`src/rtl/nfcs_pkg.sv`:
```
// Shared types, command constants and helper functions of the NOR flash command sequencer.
package nfcs_pkg;

  // Default shift of the unlock addresses for the interleaved 32-bit bus.
  localparam int unsigned DEFAULT_ADDRESS_SHIFT = 2;

  // Reset value of the poll limit register.
  localparam logic [7:0] POLL_LIMIT_RESET = 8'd100;

  // Request modes of an input transfer.
  localparam logic [1:0] MODE_PROGRAM = 2'd0;
  localparam logic [1:0] MODE_ERASE   = 2'd1;
  localparam logic [1:0] MODE_QUERY   = 2'd2;
  localparam logic [1:0] MODE_READ    = 2'd3;

  // Kinds of an output transfer.
  localparam logic [1:0] KIND_WRITE = 2'd0;
  localparam logic [1:0] KIND_READ  = 2'd1;
  localparam logic [1:0] KIND_DONE  = 2'd2;

  // Unlock word offsets before the bus shift is applied.
  localparam logic [31:0] UNLOCK1_OFFSET = 32'h0000_0555;
  localparam logic [31:0] UNLOCK2_OFFSET = 32'h0000_02aa;

  // Command words, replicated for both 16-bit chips.
  localparam logic [31:0] CMD_UNLOCK1    = 32'h00aa_00aa;
  localparam logic [31:0] CMD_UNLOCK2    = 32'h0055_0055;
  localparam logic [31:0] CMD_ERASE_SET  = 32'h0080_0080;
  localparam logic [31:0] CMD_SECTOR_ERS = 32'h0030_0030;
  localparam logic [31:0] CMD_PROGRAM    = 32'h00a0_00a0;
  localparam logic [31:0] CMD_AUTOSELECT = 32'h0090_0090;
  localparam logic [31:0] CMD_RESET      = 32'h00f0_00f0;
  localparam logic [31:0] PROTECT_MASK   = 32'h00ff_00ff;

  // Input transfer payload.
  typedef struct packed {
    logic [1:0]  mode;
    logic [31:0] target_address;
    logic [31:0] item_data;
  } nfcs_in_t;

  // Output transfer payload.
  typedef struct packed {
    logic [1:0]  cycle_kind;
    logic [31:0] bus_address;
    logic [31:0] bus_data;
    logic        passed;
    logic        is_protected;
    logic        last_of_run;
  } nfcs_out_t;

  // Kind of bus cycle run that one input transfer starts.
  typedef enum logic [2:0] {
    RUN_PROGRAM,
    RUN_ERASE,
    RUN_QUERY,
    RUN_READ,
    RUN_FINISH
  } run_kind_t;

  // Descriptor of a run handed from the control to the emitter.
  typedef struct packed {
    run_kind_t   kind;
    logic [31:0] addr;
    logic [31:0] data;
    logic        passed;
    logic        is_protected;
    logic        reset_write;
  } nfcs_run_t;

  // Number of output transfers in a run.
  function automatic logic [2:0] run_length(input nfcs_run_t run);
    logic [2:0] len;
    case (run.kind)
      RUN_PROGRAM: len = 3'd5;
      RUN_ERASE:   len = 3'd7;
      RUN_QUERY:   len = 3'd4;
      RUN_READ:    len = 3'd1;
      RUN_FINISH:  len = run.reset_write ? 3'd2 : 3'd1;
      default:     len = 3'd1;
    endcase
    return len;
  endfunction

endpackage

```
`src/rtl/nfcs_control.sv`:
```
// Request decode and polling state of the NOR flash command sequencer.
module nfcs_control
  import nfcs_pkg::*;
#(
  parameter int unsigned ADDRESS_SHIFT = DEFAULT_ADDRESS_SHIFT
) (
  input  logic      clk,
  input  logic      rst_n,
  input  logic      accept_i,
  input  nfcs_in_t  item_i,
  input  logic [7:0] poll_limit_i,
  output logic      load_o,
  output nfcs_run_t run_o
);

  // Sequencer phase, one-hot.
  typedef enum logic [3:0] {
    PH_IDLE   = 4'b0001,
    PH_FIRST  = 4'b0010,
    PH_SECOND = 4'b0100,
    PH_QUERY  = 4'b1000
  } phase_t;

  localparam logic [31:0] QUERY_OFFSET = 32'd2 << ADDRESS_SHIFT;

  phase_t      phase_r, phase_nxt;
  logic        op_is_erase_r, op_is_erase_nxt;
  logic [31:0] saved_address_r, saved_address_nxt;
  logic [1:0]  first_toggle_r, first_toggle_nxt;
  logic [7:0]  poll_count_r, poll_count_nxt;
  logic [7:0]  poll_count_inc;
  logic [1:0]  toggle_now;
  logic        has_run;

  // DQ6 of both chip halves.
  assign toggle_now     = {item_i.item_data[22], item_i.item_data[6]};
  assign poll_count_inc = poll_count_r + 8'd1;

  // Next state and run descriptor for an accepted transfer.
  always_comb begin
    phase_nxt         = phase_r;
    op_is_erase_nxt   = op_is_erase_r;
    saved_address_nxt = saved_address_r;
    first_toggle_nxt  = first_toggle_r;
    poll_count_nxt    = poll_count_r;
    has_run           = 1'b0;
    run_o             = '{kind: RUN_READ, addr: saved_address_r, data: '0,
                          passed: 1'b0, is_protected: 1'b0, reset_write: 1'b0};
    if (item_i.mode != MODE_READ) begin
      // A new request starts only when nothing is in flight.
      if (phase_r == PH_IDLE) begin
        has_run           = 1'b1;
        saved_address_nxt = item_i.target_address;
        poll_count_nxt    = '0;
        run_o.addr        = item_i.target_address;
        run_o.data        = item_i.item_data;
        case (item_i.mode)
          MODE_PROGRAM: begin
            run_o.kind      = RUN_PROGRAM;
            op_is_erase_nxt = 1'b0;
            phase_nxt       = PH_FIRST;
          end
          MODE_ERASE: begin
            run_o.kind      = RUN_ERASE;
            op_is_erase_nxt = 1'b1;
            phase_nxt       = PH_FIRST;
          end
          default: begin
            run_o.kind      = RUN_QUERY;
            run_o.addr      = item_i.target_address + QUERY_OFFSET;
            op_is_erase_nxt = 1'b0;
            phase_nxt       = PH_QUERY;
          end
        endcase
      end
    end else begin
      case (phase_r)
        PH_FIRST: begin
          has_run          = 1'b1;
          first_toggle_nxt = toggle_now;
          phase_nxt        = PH_SECOND;
        end
        PH_SECOND: begin
          has_run = 1'b1;
          if (toggle_now == first_toggle_r) begin
            run_o.kind        = RUN_FINISH;
            run_o.passed      = 1'b1;
            run_o.reset_write = op_is_erase_r;
            phase_nxt         = PH_IDLE;
          end else begin
            poll_count_nxt = poll_count_inc;
            if (poll_count_inc >= poll_limit_i) begin
              run_o.kind        = RUN_FINISH;
              run_o.reset_write = op_is_erase_r;
              phase_nxt         = PH_IDLE;
            end else begin
              phase_nxt = PH_FIRST;
            end
          end
        end
        PH_QUERY: begin
          has_run            = 1'b1;
          run_o.kind         = RUN_FINISH;
          run_o.passed       = 1'b1;
          run_o.is_protected = |(item_i.item_data & PROTECT_MASK);
          run_o.reset_write  = 1'b1;
          phase_nxt          = PH_IDLE;
        end
        default: begin
          has_run = 1'b0;
        end
      endcase
    end
  end

  assign load_o = accept_i && has_run;

  // State registers, updated on every accepted transfer.
  always_ff @(posedge clk) begin
    if (!rst_n) begin
      phase_r         <= PH_IDLE;
      op_is_erase_r   <= 1'b0;
      saved_address_r <= '0;
      first_toggle_r  <= '0;
      poll_count_r    <= '0;
    end else if (accept_i) begin
      phase_r         <= phase_nxt;
      op_is_erase_r   <= op_is_erase_nxt;
      saved_address_r <= saved_address_nxt;
      first_toggle_r  <= first_toggle_nxt;
      poll_count_r    <= poll_count_nxt;
    end
  end

endmodule

```
`src/rtl/nfcs_emitter.sv`:
```
// Run register and output register that step a run out one bus cycle per transfer.
module nfcs_emitter
  import nfcs_pkg::*;
#(
  parameter int unsigned ADDRESS_SHIFT = DEFAULT_ADDRESS_SHIFT
) (
  input  logic      clk,
  input  logic      rst_n,
  input  logic      load_i,
  input  nfcs_run_t run_i,
  output logic      ready_o,
  output logic      out_valid,
  input  logic      out_stall,
  output nfcs_out_t out_data
);

  localparam logic [31:0] UNLOCK1_ADDR = UNLOCK1_OFFSET << ADDRESS_SHIFT;
  localparam logic [31:0] UNLOCK2_ADDR = UNLOCK2_OFFSET << ADDRESS_SHIFT;

  nfcs_run_t  run_r;
  logic       run_active_r;
  logic [2:0] idx_r;
  logic       out_valid_r;
  nfcs_out_t  out_r;
  nfcs_out_t  result;
  logic [2:0] run_len;
  logic       last;
  logic       out_free;
  logic       step;

  function automatic nfcs_out_t bus_cycle(input logic [1:0] kind, input logic [31:0] addr,
                                          input logic [31:0] data);
    nfcs_out_t r;
    r              = '0;
    r.cycle_kind   = kind;
    r.bus_address  = addr;
    r.bus_data     = data;
    return r;
  endfunction

  assign run_len  = run_length(run_r);
  assign last     = (idx_r == run_len - 3'd1);
  assign out_free = !out_valid_r || !out_stall;
  assign step     = run_active_r && out_free;
  assign ready_o  = !run_active_r || (step && last);

  // Bus cycle at the current position of the run.
  always_comb begin
    result = '0;
    case (run_r.kind)
      RUN_PROGRAM: begin
        case (idx_r)
          3'd0:    result = bus_cycle(KIND_WRITE, UNLOCK1_ADDR, CMD_UNLOCK1);
          3'd1:    result = bus_cycle(KIND_WRITE, UNLOCK2_ADDR, CMD_UNLOCK2);
          3'd2:    result = bus_cycle(KIND_WRITE, UNLOCK1_ADDR, CMD_PROGRAM);
          3'd3:    result = bus_cycle(KIND_WRITE, run_r.addr, run_r.data);
          default: result = bus_cycle(KIND_READ, run_r.addr, '0);
        endcase
      end
      RUN_ERASE: begin
        case (idx_r)
          3'd0:    result = bus_cycle(KIND_WRITE, UNLOCK1_ADDR, CMD_UNLOCK1);
          3'd1:    result = bus_cycle(KIND_WRITE, UNLOCK2_ADDR, CMD_UNLOCK2);
          3'd2:    result = bus_cycle(KIND_WRITE, UNLOCK1_ADDR, CMD_ERASE_SET);
          3'd3:    result = bus_cycle(KIND_WRITE, UNLOCK1_ADDR, CMD_UNLOCK1);
          3'd4:    result = bus_cycle(KIND_WRITE, UNLOCK2_ADDR, CMD_UNLOCK2);
          3'd5:    result = bus_cycle(KIND_WRITE, run_r.addr, CMD_SECTOR_ERS);
          default: result = bus_cycle(KIND_READ, run_r.addr, '0);
        endcase
      end
      RUN_QUERY: begin
        case (idx_r)
          3'd0:    result = bus_cycle(KIND_WRITE, UNLOCK1_ADDR, CMD_UNLOCK1);
          3'd1:    result = bus_cycle(KIND_WRITE, UNLOCK2_ADDR, CMD_UNLOCK2);
          3'd2:    result = bus_cycle(KIND_WRITE, UNLOCK1_ADDR, CMD_AUTOSELECT);
          default: result = bus_cycle(KIND_READ, run_r.addr, '0);
        endcase
      end
      RUN_READ: begin
        result = bus_cycle(KIND_READ, run_r.addr, '0);
      end
      RUN_FINISH: begin
        // The reset write, when present, comes before the finish report.
        if (run_r.reset_write && idx_r == 3'd0) begin
          result = bus_cycle(KIND_WRITE, '0, CMD_RESET);
        end else begin
          result              = bus_cycle(KIND_DONE, '0, '0);
          result.passed       = run_r.passed;
          result.is_protected = run_r.is_protected;
        end
      end
      default: begin
        result = '0;
      end
    endcase
    result.last_of_run = last;
  end

  // Run register and position counter.
  always_ff @(posedge clk) begin
    if (!rst_n) begin
      run_active_r <= 1'b0;
      idx_r        <= '0;
    end else if (load_i) begin
      run_active_r <= 1'b1;
      idx_r        <= '0;
    end else if (step && last) begin
      run_active_r <= 1'b0;
    end else if (step) begin
      idx_r <= idx_r + 3'd1;
    end
  end

  always_ff @(posedge clk) begin
    if (load_i) begin
      run_r <= run_i;
    end
  end

  // Output register; it holds while the receiver stalls.
  always_ff @(posedge clk) begin
    if (!rst_n) begin
      out_valid_r <= 1'b0;
    end else if (step) begin
      out_valid_r <= 1'b1;
    end else if (!out_stall) begin
      out_valid_r <= 1'b0;
    end
  end

  always_ff @(posedge clk) begin
    if (step) begin
      out_r <= result;
    end
  end

  assign out_valid = out_valid_r;
  assign out_data  = out_r;

  // The position never runs past the end of the active run.
  a_idx_bound: assert property (@(posedge clk) disable iff (!rst_n)
    run_active_r |-> (idx_r < run_len))
    else $error("run position beyond run length");

  // A new run is only loaded when the previous one is finishing or gone.
  a_load_ready: assert property (@(posedge clk) disable iff (!rst_n)
    load_i |-> ready_o)
    else $error("run loaded while emitter busy");

  // The last step of a run marks its transfer as the final one.
  a_last_mark: assert property (@(posedge clk) disable iff (!rst_n)
    (step && last) |=> (out_valid_r && out_r.last_of_run))
    else $error("final transfer of run not marked");

  // A run that finished without a new load leaves the emitter idle.
  a_run_ends: assert property (@(posedge clk) disable iff (!rst_n)
    (step && last && !load_i) |=> !run_active_r)
    else $error("run did not end after its last step");

endmodule

```
`src/rtl/nor_flash_command_sequencer_unit.sv`:
```
// Top level of the NOR flash command sequencer for two interleaved 16-bit chips.
//
// Input channel (in_valid / in_stall / in_data): requests to program a word,
// erase a sector or query protection, and bus read data returned for the
// block's own read cycles. Output channel (out_valid / out_stall / out_data):
// bus writes, bus read requests and one finish report per operation, with
// last_of_run set on the final transfer caused by each input transfer.
// Configuration channel (cfg_valid / cfg_ready / cfg_data): the poll limit;
// cfg_ready is always high. The limit must be written only while the block is
// idle; the block does not enforce this. A run is loaded into the run register;
// its bus cycles pass through the output register, one per clock unless the
// receiver stalls: 5 for program, 7 for erase, 4 for query; a read return
// emits 1 or 2, or none while idle. The next input transfer is taken in the
// cycle the last bus cycle of the current run moves into the output register,
// so throughput is set by the run length. Reset clears the phase, poll
// counter and both valid flags and sets the poll limit to 100. While the
// receiver stalls, the output register holds and in_stall is high in a run.
module nor_flash_command_sequencer_unit
  import nfcs_pkg::*;
#(
  parameter int unsigned ADDRESS_SHIFT = DEFAULT_ADDRESS_SHIFT
) (
  input  logic       clk,
  input  logic       rst_n,
  input  logic       in_valid,
  output logic       in_stall,
  input  nfcs_in_t   in_data,
  output logic       out_valid,
  input  logic       out_stall,
  output nfcs_out_t  out_data,
  input  logic       cfg_valid,
  output logic       cfg_ready,
  input  logic [7:0] cfg_data
);

  logic [7:0] poll_limit_r;
  logic       emit_ready;
  logic       in_accept;
  logic       run_load;
  nfcs_run_t  run_desc;

  assign cfg_ready = 1'b1;
  assign in_stall  = !emit_ready;
  assign in_accept = in_valid && emit_ready;

  // Poll limit register.
  always_ff @(posedge clk) begin
    if (!rst_n) begin
      poll_limit_r <= POLL_LIMIT_RESET;
    end else if (cfg_valid && cfg_ready) begin
      poll_limit_r <= cfg_data;
    end
  end

  nfcs_control #(
    .ADDRESS_SHIFT(ADDRESS_SHIFT)
  ) u_control (
    .clk          (clk),
    .rst_n        (rst_n),
    .accept_i     (in_accept),
    .item_i       (in_data),
    .poll_limit_i (poll_limit_r),
    .load_o       (run_load),
    .run_o        (run_desc)
  );

  nfcs_emitter #(
    .ADDRESS_SHIFT(ADDRESS_SHIFT)
  ) u_emitter (
    .clk       (clk),
    .rst_n     (rst_n),
    .load_i    (run_load),
    .run_i     (run_desc),
    .ready_o   (emit_ready),
    .out_valid (out_valid),
    .out_stall (out_stall),
    .out_data  (out_data)
  );

endmodule

```
`config.mk`:
```
export PLATFORM = sky130hd
export DESIGN_NAME = nor_flash_command_sequencer_unit
export DESIGN_NICKNAME = d
export VERILOG_FILES = /design/src/rtl/nfcs_pkg.sv /design/src/rtl/nfcs_control.sv /design/src/rtl/nfcs_emitter.sv /design/src/rtl/nor_flash_command_sequencer_unit.sv
export SDC_FILE = /design/constraint.sdc
export NUM_CORES = 1
export LEC_CHECK = 0
export ABC_AREA = 1
export BUFFER_PORTS_ARGS = -buffer_cell sky130_fd_sc_hd__buf_2
export CAP_MARGIN = 20
export CORE_MARGIN = 5
export CORE_UTILIZATION = 53
export CTS_BUF_LIST = sky130_fd_sc_hd__clkbuf_8
export DETAILED_ROUTE_END_ITERATION = 8
export PLACE_DENSITY_LB_ADDON = 0.25
export SYNTH_ARGS = -nofsm -noshare
export SYNTH_HDL_FRONTEND = slang
export SYNTH_SLANG_ARGS = --single-unit
export TNS_END_PERCENT = 1
```
`constraint.sdc`:
```
create_clock -name clk -period 4.95 [get_ports clk]
set_input_delay 0.495 -clock clk [delete_from_list [all_inputs] [get_ports clk]]
set_output_delay 0.495 -clock clk [all_outputs]
set_load 0.02 [all_outputs]
```
==> results of run 1 <==
registers in the layout, indices dropped and copies added (netlist names):
signal                     count
u_control.saved_address_r     32
u_control.phase_r              4
u_emitter.idx_r                3
u_control.first_toggle_r       2
u_emitter.out_data            69
u_emitter.run_r               70
u_control.op_is_erase_r        1
poll_limit_r                   8
u_emitter.out_valid            1
u_emitter.run_active_r         1
u_control.poll_count_r         8
Yosys cell counts (6+ instances only):
| master | number | area share (%) |
|---|---|---|
| inv_2 | 6 | 0.23 |
| buf_1 | 6 | 0.23 |
| dfxtp_1 | 60 | 12 |
| buf_2 | 9 | 0.46 |
| xnor2_1 | 8 | 0.72 |
| nor2_1 | 200 | 7.7 |
| nand3_1 | 51 | 2.6 |
| clkbuf_1 | 18 | 0.70 |
| a21oi_1 | 33 | 1.7 |
| o21ai_0 | 57 | 2.9 |
| nand2_1 | 286 | 11 |
| ha_1 | 16 | 2.1 |
| inv_1 | 192 | 7.4 |
| edfxtp_1 | 139 | 43 |
| xor2_1 | 16 | 1.4 |
| nand4_1 | 23 | 1.5 |
| nor3_1 | 14 | 0.72 |
worst register-to-register path: stages, from the launching register on:
cell and delay, ps:
edfxtp_1 500, nor3_2 450, inv_1 190, nand2_1 100
inv_1 50, ha_1 200, inv_1 70, nand2_1 50
nand2_1 70, nand2_1 50, a21oi_1 180, nand3_1 130
nand2_2 330, nand3_1 360, inv_2 160, buf_12 330
per-stage QoR:
stage	instances	total power, W	hold slack (ps)	worst slack, ps	instance area, sq um
after floorplan	1177	0.00298	435	993	9720
after global placement	1522	0.00326	451	1590	10600
after detailed placement	1522	0.00329	464	1460	10600
after CTS	1554	0.00435	201	1390	11100
after global routing	1556	0.00459	227	1060	11100
final	1556	0.00432	233	1370	11100
power groups by stage:
stage                     Combinational (W)  Sequential (W)  Clock [W]
after global placement              0.00103         0.00223          0
after floorplan                    0.000657         0.00232          0
after CTS                           0.00106         0.00220    0.00109
after detailed placement            0.00105         0.00224          0
final                               0.00106         0.00220    0.00106
after global routing                0.00121         0.00223    0.00115
cell usage in the layout (no fill, tap or decap), types with 3 or more instances in the layout:
master,instances
nand2_1,286
buf_4,3
inv_2,7
nor3_1,14
buf_2,149
nand3b_1,5
inv_8,6
a21oi_1,32
inv_1,190
edfxtp_1,139
nor2_1,200
a21boi_0,3
xnor2_1,8
nand3_1,51
ha_1,16
dfxtp_1,60
nor4_1,4
clkinv_4,3
clkbuf_8,17
and2_1,3
o21ai_0,57
xor2_1,16
nor2_2,3
nand4_1,23
routing by layer:
layer / vias to the layer above / track usage (%) / wire length, um
li1: 3997 / - / -
met1: 3569 / 27.8 / 9840
met2: 249 / 32.3 / 9990
met3: 16 / 4.42 / 1420
met4: 2 / 5.69 / 200
met5: - / 0 / 7
kinds of logic after synthesis:
family          synth area share [%]
compound gates                  5.65
xor+xnor                        2.16
fa+ha+maj                       2.06
buf+inv                         9.38
flops                           55.3
mux                            0.103
other cells                   0.0386
simple gates                    25.3
final cells by class:
cell class,instances,share of cell area (%)
Clock buffer,17,2.11
Clock inverter,15,1.62
Inverter,199,6.73
Multi-Input combinational cell,742,31.0
Sequential cell,199,48.4
Tap cell,229,2.58
Timing Repair Buffer,155,7.53
worst max path at each step:
stage / cells after the start / slack [ps] / end
4_1_cts: 14 / 1390 / in_stall
5_1_grt: 16 / 1060 / u_control.saved_address_r[4]
3_3_place_gp: 15 / 1590 / u_emitter.run_r[14]
2_1_floorplan: 14 / 990 / u_emitter.run_r[0]
3_5_place_dp: 15 / 1460 / u_emitter.run_r[30]
6_report: 14 / 1370 / in_stall
==> run metrics, run 1 <==
status finished clean; Peak VDD IR 222 uV; TritonCTS clock tree built; num rows 49; hold path depth 3; Max-Slew Margin vs Limit 31.9%; post-CTS sizing 0; GRT overflow 0; CP delay by family, top simple AND/OR/NAND/NOR gates; Final ANT Viol Nets 0; vias in the first global route 7,250; Iter 0 DRT Violations 532; hold wc startpoint cfg_data[6]; first-pass GRT wire length 35,200 um; I/O Buffers 149; clk_lat worst skew 480 ps; wirelength, routed 21,500 um; Ys Warns 0; switch share 33.9%; Clock Sinks 199; cts hold-fix bufs 0; clock network power share 24.6%; FF-to-FF End u_emitter.run_r[10]; Antenna diodes 0; Least-Margin Pin Slew 1020 ps; CP max FO 19; Slew Limit Fails 0; H-tree lvl count 4; CP Cell Sequence nor3_2 > inv_1 > nand2_1 > inv_1 > ha_1 > inv_1 > nand2_1 > nand2_1 > nand2_1 > a21oi_1 > nand3_1 > nand2_2 > inv_1 > buf_2; Total GRT Usage 20.1%; Main synth FF type edfxtp_1; P_leak 5.20 nW; reg2reg start u_emitter.run_r[69]; setup_tns 0 ps; Setup Skew 21.3 ps; drt drc 0; HPWL Detailed 15,600 um; library cells used by synthesis 39; Critical Path RT 4450 ps; Seq. cell area 5380 sq um; fin util 61.6%; Psw 0.00147 W; Final Cycle Share 72.3%; initial core utilization 53.9%; PD cells 389 nW/um^2; RSZ-0062 raised after global routing no; R2R Setup Slk 1400 ps; IO Count 151; Critical Path Slowest Stage Cell edfxtp_1; via count 7,833; layout cells sized above 1 15.4%; critical path arrival 3090 ps; DR WL/cell 13.8 um; Largest stage delay, worst path 500 ps; Critical Path End Type output pin; Flop pwr share 50.9%; Max Freq 0.279 GHz; Placer Congestion 0.900; largest net degree at the start of global routing 71; Num CTS Buffers 17; Yosys reg bits 199; footprint of the multi-input gates 3440 sq um; width of the die 145 um; nets 1,409; die area 21,100 sq um; Layout fillers 1,636; Startpoint Class flip-flop; start point of the critical path u_emitter.run_r[69]; Post-synth ARST share 0%; Hold Path Class in -> reg; die height 145 um; Synth-to-Final Area Change 14.2%; Syn Inst Count 1,177; Clock Root Buffer clkbuf_8; Period minus WS final 3580 ps; CTS clock-pin slew for the worst setup and hold paths 110 ps; final hold vios 0; max cap viols 0; Final Setup Violations 0; Int Pwr 0.00286 W; Avg Cell Area, Syn 8.26 sq um; DR pass1 iterations 5; Setup Buffers After CTS 0; Comb power frac 24.5%; Core Region 18,000 sq um; Post-Syn Area 9720 sq um; worst path bufs/invs 5; number of flops mapped to enable cells by yosys 139; Setup Crit Path Kind reg -> out; Vias/cell 5.03; Worst R2R Path Depth 15; sequential share of the synthesized area 55.3%; Syn Nets 1,272; worst hold path endpoint poll_limit_r[6]; initial antenna violation count 1; Max Root-Sink Buffers 2
No activity file was read; power rests on OpenSTA's default activity.
==> inputs of run 2 (changes only) <==
ABC_AREA = 0   (was 1)
clock period = 3 ns   (was 4.95 ns; I/O delays follow)
==> run 2 against run 1 <==
  * Power is 130% higher
  * Register-to-register slack worse by 1200 ps
  * Clock-buffer cell count stayed put
  * Synthesized cell count is 27% lower
  * First-iteration DRC count is 16% lower
  * Clock skew is 7.2 ps lower
  * Routed wire length is 6.0% lower
  * Critical endpoint unchanged
  * Highest routed layer is now met4
==> run metrics, run 2 <==
first-pass GRT wire length 32,200 um; initial antenna violation count 0; via count 6,815; TritonCTS clock tree built; initial core utilization 53.8%; critical path arrival 2590 ps; width of the die 142 um; Slew Limit Fails 0; final hold vios 0; Total GRT Usage 20.0%; PD cells 934 nW/um^2; Period minus WS final 2890 ps; Placer Congestion 0.908; clk_lat worst skew 470 ps; Iter 0 DRT Violations 445; Avg Cell Area, Syn 10.8 sq um; Worst R2R Path Depth 9; Peak VDD IR 447 uV; layout cells sized above 1 23.5%; total power 0.0101 W; Antenna diodes 0; drt drc 0; wirelength, routed 20,200 um; Num CTS Buffers 17; Yosys reg bits 199; Hold Path Class in -> reg; reg2reg start u_emitter.run_r[67]; top area cells in the synthesized netlist edfxtp_1, dfxtp_1, and2_1; Clock Root Buffer clkbuf_8; nets 1,102; cts hold-fix bufs 0; flip-flop count of the largest register after layout 70; P_leak 4.34 nW; worst hold path endpoint poll_limit_r[5]; hold wc startpoint cfg_data[5]; Synth-to-Final Area Change 16.5%; Max Root-Sink Buffers 2; top-area cell type share of the netlist area 45.0%; Syn Nets 957; Post-Syn Area 9270 sq um; hold path depth 3; Clock Sinks 199; Core Region 17,200 sq um; Vias/cell 5.47; Max-Slew Margin vs Limit 55.5%; leading area contributor after synthesis edfxtp_1; Syn Inst Count 862; Setup Skew 14.1 ps; DR WL/cell 16.2 um; FF-to-FF End u_control.poll_count_r[1]; setup_tns 0 ps; number of flops mapped to enable cells by yosys 139; die area 20,200 sq um; num rows 48; final setup margin 114 ps; Critical Path End Type output pin; Startpoint Class flip-flop; HPWL Detailed 14,700 um; largest net degree at the start of global routing 67; DR pass1 iterations 5; vias in the first global route 6,181; H-tree lvl count 4; I/O Buffers 149; CTS clock-pin slew for the worst setup and hold paths 100 ps; Main synth FF type edfxtp_1; WHS 56.9 ps; R2R Setup Slk 250 ps; die height 142 um; GRT overflow 0; Least-Margin Pin Slew 663 ps; Most flops, register u_emitter.run_r; status finished clean; max cap viols 0; CP max FO 5; Final ANT Viol Nets 0; Critical Path RT 2700 ps; leading cell types by count after synthesis edfxtp_1, nand2_1, nand3_1; Final Setup Violations 0; Max Freq 0.346 GHz; top-count cell post-synth edfxtp_1; Setup Crit Path Kind reg -> out; sequential share of the synthesized area 58.0%; RSZ-0062 raised after global routing yes; most frequent cells in the layout buf_2, edfxtp_1, nand2_1; Post-synth ARST share 0%; commonest non-fill, non-tap cell in the layout buf_2; Ys Warns 0; dpl ws 152 ps; library cells used by synthesis 66; IO Count 151; Final Cycle Share 96.2%
-- run 2: cell types whose count changed after synthesis, moves of 12 or more --
| cell | before | now |
|---|---|---|
| o21ai_1 | 1 | 25 |
| o21ai_0 | 57 | 31 |
| nand4_1 | 23 | 11 |
| nor2b_1 | 0 | 27 |
| nor2_1 | 200 | 60 |
| a21o_1 | 2 | 20 |
| a21oi_1 | 33 | 45 |
| and2_1 | 3 | 52 |
| nand2_1 | 286 | 81 |
| inv_1 | 192 | 21 |
-- run 2: cell type report --
cell class / count / area (sq um)
multi-input combinational: 592 / 3630
sequential: 199 / 5380
tap: 225 / 282
timing repair buffer: 176 / 1020
clock inverter: 15 / 174
fill: 1443 / 6430
clock buffer: 17 / 234
inverter: 21 / 82.6
-- run 2: worst max-delay path, cell delays in order (launching register included) --
cell      delay (ps)
edfxtp_1         460
or3_4            410
o21ai_1           90
ha_1             200
xor2_2           210
xnor2_2          170
nand4_1          190
o21a_1           230
buf_2            160
-- run 2: kinds of logic after synthesis --
| logic type | synth area share (%) |
|---|---|
| AOI/OAI and AO/OA | 10.8 |
| buffers and inverters | 3.54 |
| DFF | 58.0 |
| adders and majority gates | 2.16 |
| xor gates and xnor gates | 3.59 |
| muxes | 1.24 |
| and+or+nand+nor | 20.7 |
| other | 0.0404 |
-- run 2: per-stage QoR --
stage | instances | util, % | area [sq um]
after CTS | 1245 | 62.5 | 10800
after global routing | 1245 | 62.7 | 10800
final | 1245 | 62.7 | 10800
after global placement | 1209 | 60.0 | 10300
after detailed placement | 1209 | 60.0 | 10300
after floorplan | 862 | - | 9310
-- run 2: what timing repair did --
| item | CTS | global route |
|---|---|---|
| buffers inserted | 4 | 0 |
| setup endpoints to repair | 1 | 7 |
| resized for setup | 0 | 4 |
| pin swaps | 0 | 0 |
-- run 2: layer usage --
layer,global-route usage (%),vias up,part of all wire [%]
met2,30.5,216,46
met3,4.03,21,7.2
met5,0,-,0
met4,5.86,0,1.2
li1,-,3369,-
met1,29.2,3209,46
-- run 2: report_power, final --
group,internal (W),switching [W]
Combinational,0.00133,0.00244
Sequential,0.00429,0.000298
Clock,0.000706,0.00103
Total,0.00633,0.00377
-- run 2: how the worst max path moves through the flow --
stage / from / to / slack, ps
global route: u_emitter.run_r[67] / in_stall / -70
floorplan: u_emitter.run_r[67] / u_emitter.run_r[0] / -280
global placement: u_emitter.run_r[67] / u_control.poll_count_r[0] / 240
detailed placement: u_emitter.run_r[69] / u_control.poll_count_r[1] / 150
finish: u_emitter.run_r[67] / in_stall / 110
CTS: u_emitter.run_r[67] / in_stall / 60
